==> config.mk <==
export PLATFORM = sky130hd
export DESIGN_NAME = class_priority_queue_top
export DESIGN_NICKNAME = d
export VERILOG_FILES = /design/src/cpq_pkg.sv /design/src/cpq_ram.sv /design/src/class_priority_queue_top.sv
export VERILOG_INCLUDE_DIRS = /design/src /design/src/src
export SDC_FILE = /design/constraint.sdc
export NUM_CORES = 1
export LEC_CHECK = 0
export BUFFER_PORTS_ARGS = -buffer_cell sky130_fd_sc_hd__buf_2
export CAP_MARGIN = 20
export CELL_PAD_IN_SITES_DETAIL_PLACEMENT = 0
export CELL_PAD_IN_SITES_GLOBAL_PLACEMENT = 1
export CORE_ASPECT_RATIO = 1.5
export CORE_UTILIZATION = 50
export CTS_BUF_LIST = sky130_fd_sc_hd__clkbuf_2
export DETAILED_ROUTE_END_ITERATION = 7
export PLACE_DENSITY = 0.82
export SYNTH_ARGS = -nofsm -noshare
export SYNTH_HDL_FRONTEND = slang
export SYNTH_SLANG_ARGS = --single-unit
==> constraint.sdc <==
create_clock -name clk -period 6.3 [get_ports clk]
set_input_delay 1.89 -clock clk [delete_from_list [all_inputs] [get_ports clk]]
set_output_delay 1.89 -clock clk [all_outputs]
set_load 0.02 [all_outputs]
==> src/class_priority_queue_top_assert.svh <==
// Assertion macros used by the priority queue top level
`ifndef CLASS_PRIORITY_QUEUE_TOP_ASSERT_SVH
`define CLASS_PRIORITY_QUEUE_TOP_ASSERT_SVH

// Same-cycle implication, sampled on clk, off while in reset
`define CPQ_ASSERT_IMPL(lbl, ante, cons, msg) \
	lbl: assert property (@(posedge clk) disable iff (!arst_n) (ante) |-> (cons)) \
	else $error(msg);

// Next-cycle implication, sampled on clk, off while in reset
`define CPQ_ASSERT_NEXT(lbl, ante, cons, msg) \
	lbl: assert property (@(posedge clk) disable iff (!arst_n) (ante) |=> (cons)) \
	else $error(msg);

`endif

==> src/cpq_pkg.sv <==
// Shared types and constants for the class priority queue
`timescale 1ns / 1ps
`default_nettype none

package cpq_pkg;

	// default buffer depth
	localparam int DEPTH_DEF = 16;

	// request opcodes
	typedef enum logic {
		OP_INSERT  = 1'b0,
		OP_DEQUEUE = 1'b1
	} op_t;

	// result status codes
	typedef enum logic [1:0] {
		ST_INSERTED = 2'd0,
		ST_DROPPED  = 2'd1,
		ST_DEQUEUED = 2'd2,
		ST_EMPTY    = 2'd3
	} status_t;

	// sequencer states
	typedef enum logic [1:0] {
		S_IDLE,
		S_SCAN,
		S_COMPACT,
		S_FINISH
	} state_t;

	// one buffered request
	typedef struct packed {
		logic [1:0]  cls;
		logic [2:0]  svc;
		logic [15:0] arr;
	} entry_t;

	localparam int ENTRY_W = $bits(entry_t);

endpackage

`default_nettype wire

==> src/cpq_ram.sv <==
// Generic single write, single read RAM with registered read data
`timescale 1ns / 1ps
`default_nettype none

module cpq_ram #(
	parameter int WIDTH = 8,
	parameter int DEPTH = 16
) (
	input  wire logic                     clk,
	input  wire logic                     wr_en,
	input  wire logic [$clog2(DEPTH)-1:0] wr_addr,
	input  wire logic [WIDTH-1:0]         wr_data,
	input  wire logic [$clog2(DEPTH)-1:0] rd_addr,
	output logic      [WIDTH-1:0]         rd_data
);

	logic [WIDTH-1:0] mem_q [DEPTH];
	logic [WIDTH-1:0] rd_data_q;

	// write port
	always_ff @(posedge clk) begin
		if (wr_en) begin
			mem_q[wr_addr] <= wr_data;
		end
	end

	// registered read port
	always_ff @(posedge clk) begin
		rd_data_q <= mem_q[rd_addr];
	end

	assign rd_data = rd_data_q;

endmodule

`default_nettype wire

==> src/class_priority_queue_top.sv <==
// Top level of the three-class strict priority request queue
//
//  channel | signals                                          | dir
//  --------+--------------------------------------------------+-----
//  in      | in_valid in_stall opcode req_class service_len now | in
//  out     | out_valid out_stall status out_class out_service   | out
//          | wait_time occupancy drop_count                   |
//
// Insert, drop and empty dequeue go from IDLE straight to FINISH, then to the output register.
// Dequeue: IDLE, then SCAN over the N entries held, then COMPACT over the entries
//   behind the position taken (skipped if it is the last), then FINISH. Paced by
//   the one RAM read port: one scan read, then one compaction read/write per cycle.
// Reset clears occupancy, drop counters and handshakes; the RAM is not cleared.
// A result waits in the output register; the next item is taken meanwhile and
//   holds in its final state until the output register frees.
`timescale 1ns / 1ps
`default_nettype none
`include "class_priority_queue_top_assert.svh"

module class_priority_queue_top
	import cpq_pkg::*;
#(
	parameter int DEPTH = DEPTH_DEF
) (
	input  wire logic        clk,
	input  wire logic        arst_n,
	input  wire logic        in_valid,
	output logic             in_stall,
	input  wire logic        opcode,
	input  wire logic [1:0]  req_class,
	input  wire logic [2:0]  service_len,
	input  wire logic [15:0] now,
	output logic             out_valid,
	input  wire logic        out_stall,
	output logic [1:0]       status,
	output logic [1:0]       out_class,
	output logic [2:0]       out_service,
	output logic [15:0]      wait_time,
	output logic [4:0]       occupancy,
	output logic [15:0]      drop_count
);

	localparam int IW = $clog2(DEPTH);
	localparam int CW = $clog2(DEPTH + 1);

	state_t          state_q, state_d;
	logic [CW-1:0]   count_q;
	logic [IW-1:0]   idx_q;
	logic [15:0]     now_q;
	logic [1:0]      best_cls_q;
	logic [IW-1:0]   best_pos_q;
	logic [2:0]      best_svc_q;
	logic [15:0]     best_arr_q;
	status_t         res_status_q;
	logic [15:0]     res_drop_q;
	logic [15:0]     drop_q [3];

	logic            out_valid_q;
	status_t         out_status_q;
	logic [1:0]      out_class_q;
	logic [2:0]      out_service_q;
	logic [15:0]     out_wait_q;
	logic [4:0]      out_occ_q;
	logic [15:0]     out_drop_q;

	logic            accept;
	logic            full;
	logic            last;
	logic            take;
	logic            pos_last;
	logic            out_free;
	logic            deq_res;
	logic [IW-1:0]   pos_nx;
	logic [1:0]      dsel;
	logic [15:0]     drop_cur;
	logic [15:0]     drop_inc;
	logic [31:0]     cnt_ext;
	entry_t          rd_ent;
	entry_t          wr_ent;

	logic            ram_wr_en;
	logic [IW-1:0]   ram_wr_addr;
	logic [IW-1:0]   ram_rd_addr;
	logic [ENTRY_W-1:0] ram_rd_data;

	// entry storage
	cpq_ram #(
		.WIDTH (ENTRY_W),
		.DEPTH (DEPTH)
	) u_ram (
		.clk     (clk),
		.wr_en   (ram_wr_en),
		.wr_addr (ram_wr_addr),
		.wr_data (wr_ent),
		.rd_addr (ram_rd_addr),
		.rd_data (ram_rd_data)
	);

	// shared compare and bookkeeping terms
	always_comb begin
		accept   = in_valid && !in_stall;
		full     = (count_q == CW'(DEPTH));
		rd_ent   = entry_t'(ram_rd_data);
		last     = (CW'(idx_q) == count_q - CW'(1));
		take     = (idx_q == '0) || (rd_ent.cls < best_cls_q);
		pos_nx   = take ? idx_q : best_pos_q;
		pos_last = (CW'(pos_nx) == count_q - CW'(1));
		out_free = !out_valid_q || !out_stall;
		dsel     = req_class - 2'd1;
		drop_cur = drop_q[dsel];
		drop_inc = (drop_cur == 16'hFFFF) ? drop_cur : drop_cur + 16'd1;
		cnt_ext  = 32'(count_q);
		deq_res  = (res_status_q == ST_DEQUEUED);
	end

	// next state
	always_comb begin
		state_d = state_q;
		case (state_q)
			S_IDLE: begin
				if (accept) begin
					if (opcode == OP_DEQUEUE && count_q != '0) begin
						state_d = S_SCAN;
					end else begin
						state_d = S_FINISH;
					end
				end
			end
			S_SCAN: begin
				if (last) begin
					state_d = pos_last ? S_FINISH : S_COMPACT;
				end
			end
			S_COMPACT: begin
				if (last) begin
					state_d = S_FINISH;
				end
			end
			S_FINISH: begin
				if (out_free) begin
					state_d = S_IDLE;
				end
			end
			default: state_d = S_IDLE;
		endcase
	end

	// RAM port control
	always_comb begin
		in_stall    = (state_q != S_IDLE);
		ram_wr_en   = 1'b0;
		ram_wr_addr = idx_q - IW'(1);
		ram_rd_addr = '0;
		wr_ent      = rd_ent;
		case (state_q)
			S_IDLE: begin
				ram_wr_en   = accept && (opcode == OP_INSERT) && (req_class != 2'd0) && !full;
				ram_wr_addr = count_q[IW-1:0];
				wr_ent      = '{cls: req_class, svc: service_len, arr: now};
			end
			S_SCAN: begin
				ram_rd_addr = last ? pos_nx + IW'(1) : idx_q + IW'(1);
			end
			S_COMPACT: begin
				ram_rd_addr = idx_q + IW'(1);
				ram_wr_en   = 1'b1;
			end
			default: ram_rd_addr = '0;
		endcase
	end

	// control state
	always_ff @(posedge clk or negedge arst_n) begin
		if (!arst_n) begin
			state_q     <= S_IDLE;
			count_q     <= '0;
			idx_q       <= '0;
			drop_q[0]   <= '0;
			drop_q[1]   <= '0;
			drop_q[2]   <= '0;
			out_valid_q <= 1'b0;
		end else begin
			state_q <= state_d;
			case (state_q)
				S_IDLE: begin
					idx_q <= '0;
					if (accept && opcode == OP_INSERT && req_class != 2'd0) begin
						if (!full) begin
							count_q <= count_q + CW'(1);
						end else begin
							drop_q[dsel] <= drop_inc;
						end
					end
				end
				S_SCAN: begin
					if (last) begin
						idx_q <= pos_nx + IW'(1);
						if (pos_last) begin
							count_q <= count_q - CW'(1);
						end
					end else begin
						idx_q <= idx_q + IW'(1);
					end
				end
				S_COMPACT: begin
					idx_q <= idx_q + IW'(1);
					if (last) begin
						count_q <= count_q - CW'(1);
					end
				end
				default: idx_q <= idx_q;
			endcase
			// output register handshake
			if (state_q == S_FINISH && out_free) begin
				out_valid_q <= 1'b1;
			end else if (!out_stall) begin
				out_valid_q <= 1'b0;
			end
		end
	end

	// payload registers
	always_ff @(posedge clk) begin
		if (state_q == S_IDLE && accept) begin
			now_q <= now;
			if (opcode == OP_INSERT) begin
				if (req_class == 2'd0) begin
					res_status_q <= ST_DROPPED;
					res_drop_q   <= '0;
				end else if (!full) begin
					res_status_q <= ST_INSERTED;
					res_drop_q   <= drop_cur;
				end else begin
					res_status_q <= ST_DROPPED;
					res_drop_q   <= drop_inc;
				end
			end else begin
				res_status_q <= (count_q == '0) ? ST_EMPTY : ST_DEQUEUED;
				res_drop_q   <= '0;
			end
		end
		// best candidate so far in the scan
		if (state_q == S_SCAN && take) begin
			best_cls_q <= rd_ent.cls;
			best_svc_q <= rd_ent.svc;
			best_arr_q <= rd_ent.arr;
			best_pos_q <= idx_q;
		end
		// load result into the output register
		if (state_q == S_FINISH && out_free) begin
			out_status_q  <= res_status_q;
			out_class_q   <= deq_res ? best_cls_q : 2'd0;
			out_service_q <= deq_res ? best_svc_q : 3'd0;
			out_wait_q    <= deq_res ? now_q - best_arr_q : 16'd0;
			out_occ_q     <= cnt_ext[4:0];
			out_drop_q    <= res_drop_q;
		end
	end

	assign out_valid   = out_valid_q;
	assign status      = out_status_q;
	assign out_class   = out_class_q;
	assign out_service = out_service_q;
	assign wait_time   = out_wait_q;
	assign occupancy   = out_occ_q;
	assign drop_count  = out_drop_q;

	// checks
	`CPQ_ASSERT_IMPL(a_count_max, 1'b1, count_q <= CW'(DEPTH), "occupancy above depth")
	`CPQ_ASSERT_NEXT(a_busy_after_in, accept, state_q != S_IDLE, "idle after input transfer")
	`CPQ_ASSERT_IMPL(a_scan_in_range, state_q == S_SCAN || state_q == S_COMPACT,
		CW'(idx_q) < count_q, "scan index beyond occupancy")
	`CPQ_ASSERT_IMPL(a_deq_class, out_valid_q && out_status_q == ST_DEQUEUED,
		out_class_q != 2'd0, "dequeued entry without class")

endmodule

`default_nettype wire
==> impl_summary.txt <==
----------------------------------------------------
[Outcome]
  Run status ... completed

[Die]
  Overall die area ... around 0.045 mm2
  Chip Width ... 173.7 um
  Height of the die ... between 200 and 300 um
  Effective utilization at floorplan ... between 50% and 60%
  Core footprint ... roughly 0.044 mm2
  Floorplan row count ... between 90 and 100
  I/O pin cnt ... approximately 70

[Global routing]
  Wire length of the first global-routing pass ... a little over 80 mm
  Overall overflow remaining after global route ... 0
  Number of global-route vias before repair ... 14560
  Number of antenna violations at the first check in global routing ... 2
  Largest net degree at the start of global routing ... about 110
  Global-route usage over all layers ... between 20% and 30%

[Pwr]
  Switching Fraction ... roughly 40%
  Portion of total power attributed to the clock network ... between 10% and 20%
  Leak pwr ... around 0.0090 uW
  Cell internal power dissipation ... approximately 6900 uW
  Power per unit of standard cell area ... around 470 mW/mm2
  Proportion of power drawn by combinational gates ... 38.4%
  VDD IR-drop max ... approximately 300 uV
  Portion of total power attributed to sequential cells ... around 44%
  Net switching component of the power ... around 4600 uW

[Finish]
  Final core utilization ... between 50% and 60%
  Area added between synthesis and finish ... 10.10%
  Ratio of cells with drive above 1 in the final layout ... a little under a quarter
  Number of nets in the final layout ... between 1500 and 2000
  Non-Filler Cell Area, Final ... 0.02433 mm2

[Drt]
  Met3 routed wirelength ... 3.356 mm
  DRT Pass-1 Iters ... 6
  Count of routing violations after the opening detailed-route iteration ... between 1000 and 1500
  Met2 Routed Length ... approximately 29 mm
  Final antenna-violating net count ... 0
  Remaining design rule violation count ... 0
  Number of vias after detailed routing ... 14280
  Routed Wire Length ... roughly 54 mm
  Sum of routed wire segments on met1 ... 19.95 mm
  Top sig layer ... met4
  WL per Instance ... between 20 and 25 um
  Vias per Instance ... 5.879

[Worst setup path]
  Cell depth of the worst flop-to-flop path ... 14
  Capturing element type of the critical path ... output port
  Launch point of the worst reg-to-reg path ... idx_q[0]$_DFFE_PN0P_
  Required time reported for the critical path endpoint ... ~4.4 ns
  Capture point of the worst path ... in_stall
  Startpoint of the worst setup timing path ... state_q[0]$_DFFE_PN0P_
  Crit Path Class ... reg -> out
  CP Max Fanout ... 18
  End of the worst register-to-register path ... u_ram.rd_data[2]$_DFF_P_
  Data arrival at the endpoint of the critical path ... 3.28 ns
  R2R setup slack ... approximately 1.6 ns
  CP Launch Type ... flop

[CTS]
  Root Buffer ... sky130_fd_sc_hd__clkbuf_2
  Number of hold buffers added after cts ... 0
  Register clock-pin slew on the reported worst setup and hold paths ... 0.12 ns
  Clk sinks ... 520
  Maximum number of buffers from clock root to sink ... 3
  TritonCTS clock tree ... done
  PostCTS Resize Cnt ... 0
  Setup repair bufs after CTS ... 0
  Clock insertion delay at the later pin of the skew report ... around 1.1 ns
  Number of clock buffers inserted by TritonCTS ... approximately 110
  Maximum level of the CTS H-tree ... 3

[Synth]
  Async set-or-reset flop fraction in the synthesized netlist ... 11.54%
  Area of the mapped netlist ... around 0.022 mm2
  Sequential share of the synthesized area ... between 60% and 70%
  Gate count of the mapped netlist ... around 1600
  Synthesis warning total ... 0
  Area share of the largest cell type after synthesis ... 59.65%
  Number of storage elements in the synthesis netlist ... 520
  Largest cells by area after synthesis ... sky130_fd_sc_hd__edfxtp_1 (60%), sky130_fd_sc_hd__dfrtp_1 (6.8%), sky130_fd_sc_hd__mux2_2 (4.6%)
  Cell type with the largest total area after synthesis ... sky130_fd_sc_hd__edfxtp_1
  Distinct cell type count of the synthesized netlist ... 76
  Most frequently used flop master after synthesis ... sky130_fd_sc_hd__edfxtp_1
  Number of enable flip-flop cells after synthesis ... 439
  Mapped Avg Cell Area ... around 14 um2
  Post-synthesis net count ... about 1700

[Timing]
  Post-route setup slack ... about 1.1 ns
  RSZ-0062 raised after global routing ... false
  Shortest period the worst path allows ... about 5.2 ns
  Final hold violation count ... 0
  Maximum achievable frequency ... ~190 MHz
  Pin slew with the least headroom to its limit ... between 1 and 1.5 ns
  Clock skew after layout ... 0.06937 ns
  Fin. max-slew vios ... 0
  Crit share post-route ... 82.10%
  Normalized max-slew margin ... between 30% and 40%
  Setup Viol. Count Final ... 0
  Post-Route Setup TNS ... 0 ns

[Min path]
  Hold crit path type ... reg -> reg

[Place]
  Placer Congestion ... around 0.87
  Post-Place Worst Slack ... between 0.6 and 0.7 ns
  Placement Cell Area ... 0.02329 mm2
  Number of port buffers ... between 70 and 80
  Final HPWL DP ... about 32 mm

[Flow run]
  Number of max-cap violations ... 0

----------------------------------------------------
==> worst min path at each step <==
stage,from,endpoint,cells after the start
detailed placement,res_drop_q[10]$_SDFFCE_PP0P_,drop_count[10]$_DFFE_PP_,0
global route,u_ram.rd_data[10]$_DFF_P_,best_arr_q[10]$_DFFE_PP_,0
global placement,res_drop_q[4]$_SDFFCE_PP0P_,drop_count[4]$_DFFE_PP_,0
CTS,u_ram.rd_data[10]$_DFF_P_,best_arr_q[10]$_DFFE_PP_,0
floorplan,res_drop_q[0]$_SDFFCE_PP0P_,drop_count[0]$_DFFE_PP_,0
finish,u_ram.rd_data[10]$_DFF_P_,best_arr_q[10]$_DFFE_PP_,0
==> per-stage QoR <==
stage	total power (uW)	std cells	hold slack [ns]
floorplan	7917	1612	0.4003
global placement	9323	2216	0.4024
detailed placement	9462	2216	0.4061
CTS	11480	2427	0.3809
global route	12020	2429	0.4249
finish	11420	2429	0.3977
==> cells in the final DEF, fill, tap and decap left out, types with 22 or more instances in the layout <==
| master | instances |
|---|---|
| sky130_fd_sc_hd__clkinv_1 | 32 |
| sky130_fd_sc_hd__dfrtp_1 | 60 |
| sky130_fd_sc_hd__mux2i_1 | 44 |
| sky130_fd_sc_hd__a32oi_1 | 22 |
| sky130_fd_sc_hd__o21ai_0 | 50 |
| sky130_fd_sc_hd__buf_2 | 71 |
| sky130_fd_sc_hd__mux2_2 | 90 |
| sky130_fd_sc_hd__inv_1 | 74 |
| sky130_fd_sc_hd__buf_4 | 43 |
| sky130_fd_sc_hd__nor3_1 | 24 |
| sky130_fd_sc_hd__clkbuf_2 | 166 |
| sky130_fd_sc_hd__nor2_1 | 48 |
| sky130_fd_sc_hd__ha_1 | 32 |
| sky130_fd_sc_hd__xnor2_1 | 22 |
| sky130_fd_sc_hd__nand2_1 | 183 |
| sky130_fd_sc_hd__o211ai_1 | 43 |
| sky130_fd_sc_hd__nand3_1 | 125 |
| sky130_fd_sc_hd__edfxtp_1 | 439 |
==> registers in the layout, summed over array words and instances, names as in the netlist <==
name	flops
u_ram.mem_q	336
drop_q	48
u_ram.rd_data	21
best_arr_q	16
drop_count	16
now_q	16
res_drop_q	16
wait_time	16
count_q	5
occupancy	5
best_pos_q	4
idx_q	4
best_svc_q	3
out_service	3
best_cls_q	2
out_class	2
res_status_q	2
state_q	2
status	2
out_valid	1
==> cell type report <==
cell class | instances | area (um2)
Antenna cell | 2 | 5.005
Clock buffer | 166 | 830.8
Clock inverter | 45 | 200.2
Fill cell | 3626 | 19420
Inverter | 76 | 285.3
Multi-Input combinational cell | 928 | 6466
Sequential cell | 520 | 15100
Tap cell | 576 | 720.7
Timing Repair Buffer | 116 | 718.2
==> synthesized netlist by cell type, drive strengths merged, types with 9 or more instances <==
cell / count
nand3: 125
o2bb2ai: 10
a21oi: 23
dfrtp: 60
ha: 32
o21ai: 51
mux2i: 44
a222oi: 20
nor2: 65
xnor2: 22
a32oi: 22
dfxtp: 21
mux2: 91
edfxtp: 439
nor3: 26
clkbuf: 55
o211ai: 43
o221ai: 20
inv: 75
xor2: 15
a211oi: 9
nand2: 183
and2: 9
buf: 33
==> metal layers <==
layer  GRT usage, %  vias up
met4          12.11        0
met5              0        -
met1          26.79     7036
li1               -     6458
met3          4.364      147
met2          44.44      638
==> worst max-delay path, cell delays in order (launching register included) <==
cell and delay, ns:
sky130_fd_sc_hd__dfrtp_1 0.45, sky130_fd_sc_hd__inv_1 0.13, sky130_fd_sc_hd__ha_1 0.85, sky130_fd_sc_hd__buf_4 0.43
sky130_fd_sc_hd__inv_2 0.17, sky130_fd_sc_hd__buf_2 0.20
==> power groups by stage <==
stage	Clock [uW]	Sequential (uW)	Combinational (uW)
global placement	0	5080	4240
detailed placement	0	5110	4350
CTS	2070	5030	4380
global route	2220	5080	4720
finish	2000	5030	4390
floorplan	0	5140	2780
==> logic make-up after synthesis <==
kind of cell,Yosys count,synth area share [%]
XOR/XNOR,39,1.676
AO/OA/AOI/OAI,264,8.997
multiplexers,135,6.630
buffers and inverters,164,2.944
flip-flops,520,68.35
adder cells (fa/ha/maj),33,1.902
AND/OR/NAND/NOR,457,9.501
(Power assumes the default switching activity.)
